**config.mk**
```make
export PLATFORM = sky130hd
export DESIGN_NAME = delayed_periodic_timer_pool
export DESIGN_NICKNAME = d
export VERILOG_FILES = /design/src/hdl/dptp_pkg.sv /design/src/hdl/delayed_periodic_timer_pool.sv /design/src/hdl/dptp_ram.sv /design/src/hdl/dptp_fifo.sv /design/src/hdl/dptp_back.sv /design/src/hdl/dptp_front.sv
export SDC_FILE = /design/constraint.sdc
export NUM_CORES = 2
export LEC_CHECK = 0
export BUFFER_PORTS_ARGS = -buffer_cell sky130_fd_sc_hd__buf_2
export CAP_MARGIN = 10
export CORE_ASPECT_RATIO = 1.1
export CORE_MARGIN = 2
export CORE_UTILIZATION = 57
export DETAILED_ROUTE_END_ITERATION = 16
export PLACE_DENSITY_LB_ADDON = 0.3
export SYNTH_ARGS = -nofsm -noshare
export SYNTH_HDL_FRONTEND = slang
export SYNTH_SLANG_ARGS = --single-unit
```
**constraint.sdc**
```tcl
create_clock -name clk -period 20.8 [get_ports clk]
set_clock_uncertainty 0.2 [all_clocks]
set_input_delay 2.08 -clock clk [delete_from_list [all_inputs] [get_ports clk]]
set_output_delay 2.08 -clock clk [all_outputs]
set_load 0.01 [all_outputs]
```
**src/hdl/dptp_pkg.sv**
```systemverilog
// Package with shared types and codes for the timer pool.
`default_nettype none
package dptp_pkg;

  typedef enum logic [2:0] {
    EV_CREATED = 3'd0,
    EV_FIRE    = 3'd1,
    EV_ENDED   = 3'd2,
    EV_ERROR   = 3'd3,
    EV_TICK    = 3'd4
  } ev_kind_t;

  localparam logic [1:0] CMD_TICK   = 2'd0;
  localparam logic [1:0] CMD_CREATE = 2'd1;
  localparam logic [1:0] CMD_STOP   = 2'd2;

  localparam logic [1:0] PH_FREE  = 2'd0;
  localparam logic [1:0] PH_START = 2'd1;
  localparam logic [1:0] PH_DELAY = 2'd2;
  localparam logic [1:0] PH_RUN   = 2'd3;

  typedef struct packed {
    logic [1:0]  cmd;
    logic [3:0]  slot_index;
    logic [31:0] delay_ticks;
    logic [31:0] run_ticks;
    logic [31:0] period_ticks;
    logic        fire_enable;
    logic        end_enable;
  } in_item_t;

  typedef struct packed {
    logic [2:0] event_kind;
    logic [3:0] event_slot;
    logic       last_of_run;
  } out_item_t;

  typedef enum logic [1:0] {
    BK_IDLE,
    BK_WALK,
    BK_DONE
  } bk_state_t;

endpackage
`default_nettype wire

```
**src/hdl/delayed_periodic_timer_pool.sv**
```systemverilog
// Timer pool top level: front register, request queue and slot engine.
// Create and stop pass the front register and the queue, and their event is registered
// in the output buffer. A tick walks the slots one per cycle through the slot RAM read port
// while no event waits in the output buffer, then emits a tick event.
// Throughput is one request at a time in the back part; the queue buffers two.
// Synchronous active-low reset frees all slots and clears the tick counter.
`default_nettype none
module delayed_periodic_timer_pool #(
  parameter int SLOTS     = 16,
  parameter int TIME_BITS = 32
) (
  input  wire logic                 clk,
  input  wire logic                 rst_n,
  input  wire logic                 in_valid,
  output logic                      in_ready,
  input  wire dptp_pkg::in_item_t   in_data,
  output logic                      out_valid,
  input  wire logic                 out_ready,
  output dptp_pkg::out_item_t       out_data
);
  import dptp_pkg::*;

  logic     fq_valid, fq_ready, qb_valid, qb_ready;
  in_item_t fq_data, qb_data;

  dptp_front u_front (
    .clk(clk), .rst_n(rst_n), .in_valid(in_valid), .in_ready(in_ready),
    .in_data(in_data), .q_valid(fq_valid), .q_ready(fq_ready), .q_data(fq_data)
  );

  dptp_fifo u_fifo (
    .clk(clk), .rst_n(rst_n), .wr_valid(fq_valid), .wr_ready(fq_ready),
    .wr_data(fq_data), .rd_valid(qb_valid), .rd_ready(qb_ready), .rd_data(qb_data)
  );

  dptp_back #(.SLOTS(SLOTS), .TIME_BITS(TIME_BITS)) u_back (
    .clk(clk), .rst_n(rst_n), .req_valid(qb_valid), .req_ready(qb_ready),
    .req(qb_data), .out_valid(out_valid), .out_ready(out_ready), .out_data(out_data)
  );
endmodule
`default_nettype wire

```
**src/hdl/dptp_ram.sv**
```systemverilog
// Generic single-port-write RAM with one registered read port.
`default_nettype none
module dptp_ram #(
  parameter int WIDTH = 32,
  parameter int DEPTH = 16
) (
  input  wire logic                     clk,
  input  wire logic                     we,
  input  wire logic [$clog2(DEPTH)-1:0] waddr,
  input  wire logic [WIDTH-1:0]         wdata,
  input  wire logic [$clog2(DEPTH)-1:0] raddr,
  output logic      [WIDTH-1:0]         rdata
);
  logic [WIDTH-1:0] mem [DEPTH];

  always_ff @(posedge clk) begin
    if (we) begin
      mem[waddr] <= wdata;
    end
    rdata <= mem[raddr];
  end
endmodule
`default_nettype wire

```
**src/hdl/dptp_fifo.sv**
```systemverilog
// Two-entry request queue between the front and back parts.
`default_nettype none
module dptp_fifo (
  input  wire logic                clk,
  input  wire logic                rst_n,
  input  wire logic                wr_valid,
  output logic                     wr_ready,
  input  wire dptp_pkg::in_item_t  wr_data,
  output logic                     rd_valid,
  input  wire logic                rd_ready,
  output dptp_pkg::in_item_t       rd_data
);
  import dptp_pkg::*;

  in_item_t   mem_r [2];
  logic       wp_r, rp_r;
  logic [1:0] cnt_r;
  logic       wr_go, rd_go;

  assign wr_ready = (cnt_r != 2'd2);
  assign rd_valid = (cnt_r != 2'd0);
  assign rd_data  = mem_r[rp_r];
  assign wr_go    = wr_valid && wr_ready;
  assign rd_go    = rd_valid && rd_ready;

  always_ff @(posedge clk) begin
    if (!rst_n) begin
      wp_r  <= 1'b0;
      rp_r  <= 1'b0;
      cnt_r <= 2'd0;
    end else begin
      if (wr_go) begin
        wp_r <= ~wp_r;
      end
      if (rd_go) begin
        rp_r <= ~rp_r;
      end
      cnt_r <= cnt_r + {1'b0, wr_go} - {1'b0, rd_go};
    end
  end

  always_ff @(posedge clk) begin
    if (wr_go) begin
      mem_r[wp_r] <= wr_data;
    end
  end
endmodule
`default_nettype wire

```
**src/hdl/dptp_back.sv**
```systemverilog
// Back part: executes requests against the slot state and emits events.
`default_nettype none
module dptp_back #(
  parameter int SLOTS     = 16,
  parameter int TIME_BITS = 32
) (
  input  wire logic               clk,
  input  wire logic               rst_n,
  input  wire logic               req_valid,
  output logic                    req_ready,
  input  wire dptp_pkg::in_item_t req,
  output logic                    out_valid,
  input  wire logic               out_ready,
  output dptp_pkg::out_item_t     out_data
);
  import dptp_pkg::*;

  localparam int SW = (SLOTS > 1) ? $clog2(SLOTS) : 1;
  localparam int CW = $clog2(SLOTS + 1);
  localparam int PW = 2 * TIME_BITS + 96 + 2;

  typedef struct packed {
    logic [TIME_BITS-1:0] stamp;
    logic [TIME_BITS-1:0] last;
    logic [31:0]          dly;
    logic [31:0]          run;
    logic [31:0]          per;
    logic [1:0]           flags;
  } slot_rec_t;

  bk_state_t            st_r, st_nxt;
  logic [1:0]           phase_r [SLOTS];
  logic [SW-1:0]        stack_r [SLOTS];
  logic [CW-1:0]        cnt_r;
  logic [TIME_BITS-1:0] now_r;
  logic [SW-1:0]        idx_r;
  logic                 rd_ok_r;
  logic                 obuf_v_r;
  out_item_t            obuf_r;

  logic          we;
  logic [SW-1:0] waddr, raddr;
  slot_rec_t     wrec, rrec;

  dptp_ram #(.WIDTH(PW), .DEPTH(SLOTS)) u_ram (
    .clk(clk), .we(we), .waddr(waddr), .wdata(wrec), .raddr(raddr), .rdata(rrec)
  );

  logic                 emit;
  out_item_t            ev;
  logic                 do_free;
  logic [SW-1:0]        free_s;
  logic [1:0]           ph_new;
  logic                 ph_we;
  logic [SW-1:0]        ph_s;
  logic                 pop;
  logic [SW-1:0]        top_s;
  logic [TIME_BITS-1:0] dst, dlf;
  logic                 stop_ok;
  logic [3:0]           stop_s4;
  logic                 last_slot;
  logic [1:0]           flag_sh_r [SLOTS];
  logic                 flags_of_stop;

  assign out_valid = obuf_v_r;
  assign out_data  = obuf_r;
  assign top_s     = stack_r[cnt_r[SW-1:0] - SW'(1)];
  assign stop_s4   = req.slot_index;
  assign stop_ok   = (32'(stop_s4) < SLOTS) && (phase_r[stop_s4[SW-1:0]] != PH_FREE);
  assign dst       = now_r - rrec.stamp;
  assign dlf       = now_r - rrec.last;
  assign last_slot = (32'(idx_r) == SLOTS - 1);

  // The RAM read address runs ahead of the walk position, so the next slot's record is read while the walk advances.
  always_comb begin
    raddr = idx_r;
    if (st_r == BK_IDLE) begin
      raddr = '0;
    end else if (st_r == BK_WALK && rd_ok_r && !obuf_v_r && !last_slot) begin
      raddr = idx_r + SW'(1);
    end
  end

  always_comb begin
    st_nxt = st_r;
    unique case (st_r)
      BK_IDLE: if (req_valid && !obuf_v_r && req.cmd == CMD_TICK) st_nxt = BK_WALK;
      BK_WALK: if (rd_ok_r && !obuf_v_r && last_slot) st_nxt = BK_DONE;
      BK_DONE: if (!obuf_v_r) st_nxt = BK_IDLE;
      default: st_nxt = BK_IDLE;
    endcase
  end

  always_comb begin
    req_ready = 1'b0;
    emit = 1'b0;
    ev = '0;
    do_free = 1'b0;
    free_s = '0;
    ph_we = 1'b0;
    ph_s = '0;
    ph_new = PH_FREE;
    pop = 1'b0;
    we = 1'b0;
    waddr = idx_r;
    wrec = rrec;
    unique case (st_r)
      BK_IDLE: begin
        if (req_valid && !obuf_v_r) begin
          req_ready = (req.cmd != CMD_TICK);
          case (req.cmd)
            CMD_CREATE: begin
              emit = 1'b1;
              ev.last_of_run = 1'b1;
              if (cnt_r == '0) begin
                ev.event_kind = EV_ERROR;
              end else begin
                pop = 1'b1;
                ev.event_kind = EV_CREATED;
                ev.event_slot = 4'(top_s);
                ph_we = 1'b1;
                ph_s = top_s;
                ph_new = PH_START;
                we = 1'b1;
                waddr = top_s;
                wrec.stamp = '0;
                wrec.last = '0;
                wrec.dly = req.delay_ticks;
                wrec.run = req.run_ticks;
                wrec.per = req.period_ticks;
                wrec.flags = {req.end_enable, req.fire_enable};
              end
            end
            CMD_STOP: begin
              ev.event_slot = stop_s4;
              ev.last_of_run = 1'b1;
              if (!stop_ok) begin
                emit = 1'b1;
                ev.event_kind = EV_ERROR;
              end else begin
                emit = phase_r[stop_s4[SW-1:0]] != PH_FREE && flags_of_stop;
                ev.event_kind = EV_ENDED;
                do_free = 1'b1;
                free_s = stop_s4[SW-1:0];
              end
            end
            default: ;
          endcase
        end
      end
      BK_WALK: begin
        if (rd_ok_r && !obuf_v_r) begin
          ev.event_slot = 4'(idx_r);
          unique case (phase_r[idx_r])
            PH_START: begin
              ph_we = 1'b1; ph_s = idx_r; ph_new = PH_DELAY;
              we = 1'b1; wrec.stamp = now_r;
            end
            PH_DELAY: begin
              if (rrec.dly == 32'd0 || {{(64-TIME_BITS){1'b0}}, dst} >= 64'(rrec.dly)) begin
                ph_we = 1'b1; ph_s = idx_r; ph_new = PH_RUN;
                we = 1'b1; wrec.stamp = now_r; wrec.last = now_r;
              end
            end
            PH_RUN: begin
              if (rrec.run != 32'd0 &&
                  {{(64-TIME_BITS){1'b0}}, dst} > 64'(rrec.run)) begin
                emit = rrec.flags[1];
                ev.event_kind = EV_ENDED;
                do_free = 1'b1;
                free_s = idx_r;
              end else if (rrec.flags[0]) begin
                if (rrec.per == 32'd0) begin
                  emit = 1'b1;
                  ev.event_kind = EV_FIRE;
                end else if ({{(64-TIME_BITS){1'b0}}, dlf} >= 64'(rrec.per)) begin
                  emit = 1'b1;
                  ev.event_kind = EV_FIRE;
                  we = 1'b1; wrec.last = now_r;
                end
              end
            end
            default: ;
          endcase
        end
      end
      BK_DONE: begin
        if (!obuf_v_r) begin
          req_ready = 1'b1;
          emit = 1'b1;
          ev.event_kind = EV_TICK;
          ev.last_of_run = 1'b1;
        end
      end
      default: ;
    endcase
  end

  // Stop looks up the end flag; read it from a small flag shadow.
  assign flags_of_stop = flag_sh_r[stop_s4[SW-1:0]][1];

  always_ff @(posedge clk) begin
    if (we) begin
      flag_sh_r[waddr] <= wrec.flags;
    end
  end

  always_ff @(posedge clk) begin
    if (!rst_n) begin
      st_r     <= BK_IDLE;
      cnt_r    <= CW'(SLOTS);
      now_r    <= '0;
      idx_r    <= '0;
      rd_ok_r  <= 1'b0;
      obuf_v_r <= 1'b0;
      for (int i = 0; i < SLOTS; i++) begin
        phase_r[i] <= PH_FREE;
        stack_r[i] <= SW'(SLOTS - 1 - i);
      end
    end else begin
      st_r <= st_nxt;
      if (emit) begin
        obuf_v_r <= 1'b1;
      end else if (out_ready) begin
        obuf_v_r <= 1'b0;
      end
      if (ph_we) begin
        phase_r[ph_s] <= ph_new;
      end
      if (do_free) begin
        phase_r[free_s] <= PH_FREE;
        stack_r[cnt_r[SW-1:0]] <= free_s;
        cnt_r <= cnt_r + CW'(1);
      end
      if (pop) begin
        cnt_r <= cnt_r - CW'(1);
      end
      if (st_r == BK_IDLE) begin
        idx_r   <= '0;
        rd_ok_r <= 1'b0;
        if (st_nxt == BK_WALK) begin
          now_r   <= now_r + TIME_BITS'(1);
          rd_ok_r <= 1'b1;
        end
      end else if (st_r == BK_WALK) begin
        // A write to the slot just visited invalidates nothing ahead of it.
        if (rd_ok_r && !obuf_v_r) begin
          if (!last_slot) begin
            idx_r <= idx_r + SW'(1);
          end
          rd_ok_r <= 1'b1;
        end else if (!rd_ok_r) begin
          rd_ok_r <= 1'b1;
        end
      end
    end
  end

  always_ff @(posedge clk) begin
    if (emit) begin
      obuf_r <= ev;
    end
  end
endmodule
`default_nettype wire

```
**src/hdl/dptp_front.sv**
```systemverilog
// Front part: input register that accepts requests, drops unused command codes and feeds the queue.
`default_nettype none
module dptp_front (
  input  wire logic               clk,
  input  wire logic               rst_n,
  input  wire logic               in_valid,
  output logic                    in_ready,
  input  wire dptp_pkg::in_item_t in_data,
  output logic                    q_valid,
  input  wire logic               q_ready,
  output dptp_pkg::in_item_t      q_data
);
  import dptp_pkg::*;

  logic     v_r;
  in_item_t d_r;

  // Unused command codes are dropped here and never reach the back part.
  assign in_ready = !v_r || q_ready;
  assign q_valid  = v_r;
  assign q_data   = d_r;

  always_ff @(posedge clk) begin
    if (!rst_n) begin
      v_r <= 1'b0;
    end else if (in_ready) begin
      v_r <= in_valid && (in_data.cmd == CMD_TICK || in_data.cmd == CMD_CREATE ||
                          in_data.cmd == CMD_STOP);
    end
  end

  always_ff @(posedge clk) begin
    if (in_ready) begin
      d_r <= in_data;
    end
  end
endmodule
`default_nettype wire

```
==> summary.txt <==
Outcome
  • Status: complete, no violations

Flow run
  • MaxCap Viol Count: 0

Floorplanning
  • Die span in x: 455 um
  • Initial Utilization: 57.2%
  • CORE AREA: 223,000 um^2
  • Row Count: 182
  • Die area: 228,000 um^2
  • Die height: 500 um
  • # IOs: 118

Detailed routing
  • Routed length per instance: 29.5 um
  • First-pass DRT Iterations: 6
  • DR DRC count: 0
  • DRT Wirelength: 305,000 um
  • Vias per Instance: 6.48
  • Post-route ant nets: 0
  • DRT iter0 DRCs: 8,038
  • Vias after detailed routing: 67,000

Power and ir drop
  • Peak VDD IR: 0.000103 V
  • Power Density: 100 nW/um^2
  • Final Total Pwr: 14.3 mW
  • LEAKAGE: 47.5 nW

Setup path
  • Crit end category: flop
  • Setup CP Type: flop to flop
  • Critical path data required time: 21,150 ps
  • Startpoint types: flop
  • Worst reg-to-reg path cell count: 24
  • WP data arrival: 9560 ps
  • Crit-path max FO: 46

Logic synthesis
  • Count of cell types in the netlist: 73
  • Top cells by area, synth: edfxtp_1, mux4_2, dfxtp_1, ha_1, nand2_1
  • Syn Nets: 7,151
  • Count leader, synth: edfxtp_1
  • Synth Instances: 6,863
  • Asr flop ratio synth: 0%
  • Cell accounting for the most synthesized area: edfxtp_1
  • Top_reg_cell synth: edfxtp_1
  • Count of flip-flops with a built-in enable after synthesis: 3,008
  • Synth Cell Area: 128,000 um^2
  • Flops & latches, synth: 3,225
  • Seq/Total Area, Yosys: 74.2%
  • Post-synth top cells: edfxtp_1, mux4_2, nand2_1, clkbuf_1, dfxtp_1
  • Synth Warn #: 0
  • Syn avg cell area: 18.6 um^2
  • Synth top area share: 70.8%

Global route
  • Vias in the first global route: 67,700
  • Largest net degree at the start of global routing: 134
  • Initial antenna violation count: 7
  • Total congestion overflow: 0
  • First-pass GRT wire length: 448,000 um
  • Total Routing Usage GR: 26.9%

Timing
  • Worst slew pin tran: 1320 ps
  • RSZ-0062 raised after global routing: false
  • Max Fclk: 0.109 GHz
  • Final setup viols: 0
  • Final period util: 44.2%
  • Setup total negative slack: 0 ps
  • Minimum clock period: 9200 ps
  • Slew Limit Headroom: 9.19%
  • Hold violation total from the final report: 0
  • Slew Limit Fails: 0

Hold path
  • Hold path depth: 0
  • Hold Crit Class: flop to flop

Layout
  • Area delta synth->final: 11.8%
  • # nets final: 7,429
  • Layout fillers: 14,700
  • Post-Route Utilization: 63.9%
  • Share of layout cells above drive strength 1: 20.4%

Clock network
  • Root Driver: clkbuf_16
  • CTS clk-pin slew, worst paths: 70 ps
  • H-tree levels: 5
  • Clock tree sinks: 3,225
  • Resize count post-CTS: 0
  • Buffer count from post-CTS setup fixing: 0
  • CTS tree: yes
  • Clock Path Buffers: 4
  • Worst-Skew Late Latency: 960 ps
  • Cts hold-fix bufs: 0
  • Cts bufs inserted: 317

Placement
  • IO Port Bufs: 117
  • DP Wirelength: 167,000 um
  • GPL Wtd Cong: 0.914
[final timing paths]
kind	slack, ps	start	end
max reg2reg	11600	u_back.now_r[8]	u_back.u_ram.mem[0][115]
min	240	u_front.q_data[24]	u_fifo.mem_r[0][24]
min reg2reg	240	u_front.q_data[24]	u_fifo.mem_r[0][24]
max	11600	u_back.now_r[8]	u_back.u_ram.mem[0][115]
[placed cells by master (no fill, tap or decap), drive strengths merged, types with 37 or more instances in the layout]
cell,n
and2,199
a22o,64
a21oi,99
nor2,131
ha,177
mux4,675
a211oi,174
nand3,52
buf,308
o21ai,181
nor3,56
nand2,559
xnor2,66
a21o,45
mux2i,127
a31oi,174
dfxtp,217
clkbuf,423
inv,201
clkinv,96
nand4,37
edfxtp,3008
[per-stage QoR]
| stage | hold slack (ps) | setup WS (ps) | instances | area, um^2 |
|---|---|---|---|---|
| 2_1_floorplan | 221 | 4090 | 6863 | 128000 |
| 3_3_place_gp | 222 | 11810 | 9766 | 132000 |
| 3_5_place_dp | 230 | 11640 | 9766 | 132000 |
| 4_1_cts | 242 | 11620 | 10300 | 143000 |
| 5_1_grt | 248 | 11210 | 10300 | 143000 |
| 6_report | 235 | 11600 | 10300 | 143000 |
[layout make-up]
cell class	instances	area [um^2]	share of cell area [%]
clock buffers	423	8850	6.20
diodes	5	12.5	0.00877
multi-input cells	3095	31000	21.7
inverters	194	728	0.510
well taps	2944	3680	2.58
clock inverters	139	1410	0.989
repair buffers	308	2280	1.60
flip-flops and latches	3225	94700	66.4
[metal layers]
| metal | share of wire, % | GRT usage (%) | vias to the layer above | routed length, um |
|---|---|---|---|---|
| met1 | 40 | 38.2 | 35100 | 121000 |
| met2 | 49 | 43.5 | 3313 | 151000 |
| met3 | 8.2 | 4.13 | 505 | 25000 |
| li1 | - | - | 28100 | - |
| met4 | 2.7 | 8.27 | 2 | 8290 |
| met5 | 0.0066 | 0 | - | 20 |
[worst max-delay path: stages (launching register included)]
cell and delay (ps):
dfxtp_1 520, ha_1 360, a21o_1 210, a21o_1 180
a221o_1 340, a21oi_1 320, o21ai_0 280, nand3_1 170
a31oi_1 120, o21a_1 200, o311ai_0 500, ha_1 350
a21o_1 180, a21o_1 170, a21oi_1 140, o21ai_0 190
a21oi_2 480, o21ai_0 240, or2_1 280, nor3b_1 340
o221ai_1 160, buf_4 220, nor2_4 880, buf_4 880
buf_4 790
[report_power, final]
group	switching [mW]	internal, mW	total [mW]
clock	2.35	3.33	5.68
combinational	0.765	0.335	1.10
sequential	0.0833	7.47	7.56
total	3.20	11.1	14.3
[kinds of logic (layout without fill, tap and decap cells)]
family          after synthesis  count (layout)  share of synthesized area, %
xor+xnor                     89              89                         0.611
mux                         808             808                          13.0
simple gates               1177            1177                          4.39
compound gates              841             841                          4.36
fa+ha+maj                   180             180                          1.78
other cells                   0               5                             0
buf+inv                     543            1064                          1.70
flops                      3225            3225                          74.2
[state kept, by name, summed over array words and instances (netlist names), named ones only]
| signal | cells |
|---|---|
| u_back.u_ram.mem | 2576 |
| u_fifo.mem_r | 208 |
| u_back.u_ram.rdata | 162 |
| u_front.q_data | 104 |
| u_back.stack_r | 64 |
| u_back.now_r | 32 |
| u_back.phase_r | 32 |
| u_back.flag_sh_r | 16 |
| u_back.out_data | 8 |
| u_back.cnt_r | 5 |
| u_back.idx_r | 4 |
| u_back.st_r | 2 |
| u_fifo.cnt_r | 2 |
| u_back.out_valid | 1 |
| u_back.rd_ok_r | 1 |
| u_fifo.rp_r | 1 |
| u_fifo.wp_r | 1 |
| u_front.q_valid | 1 |
Note: power is estimated with default switching activity, not from simulation.
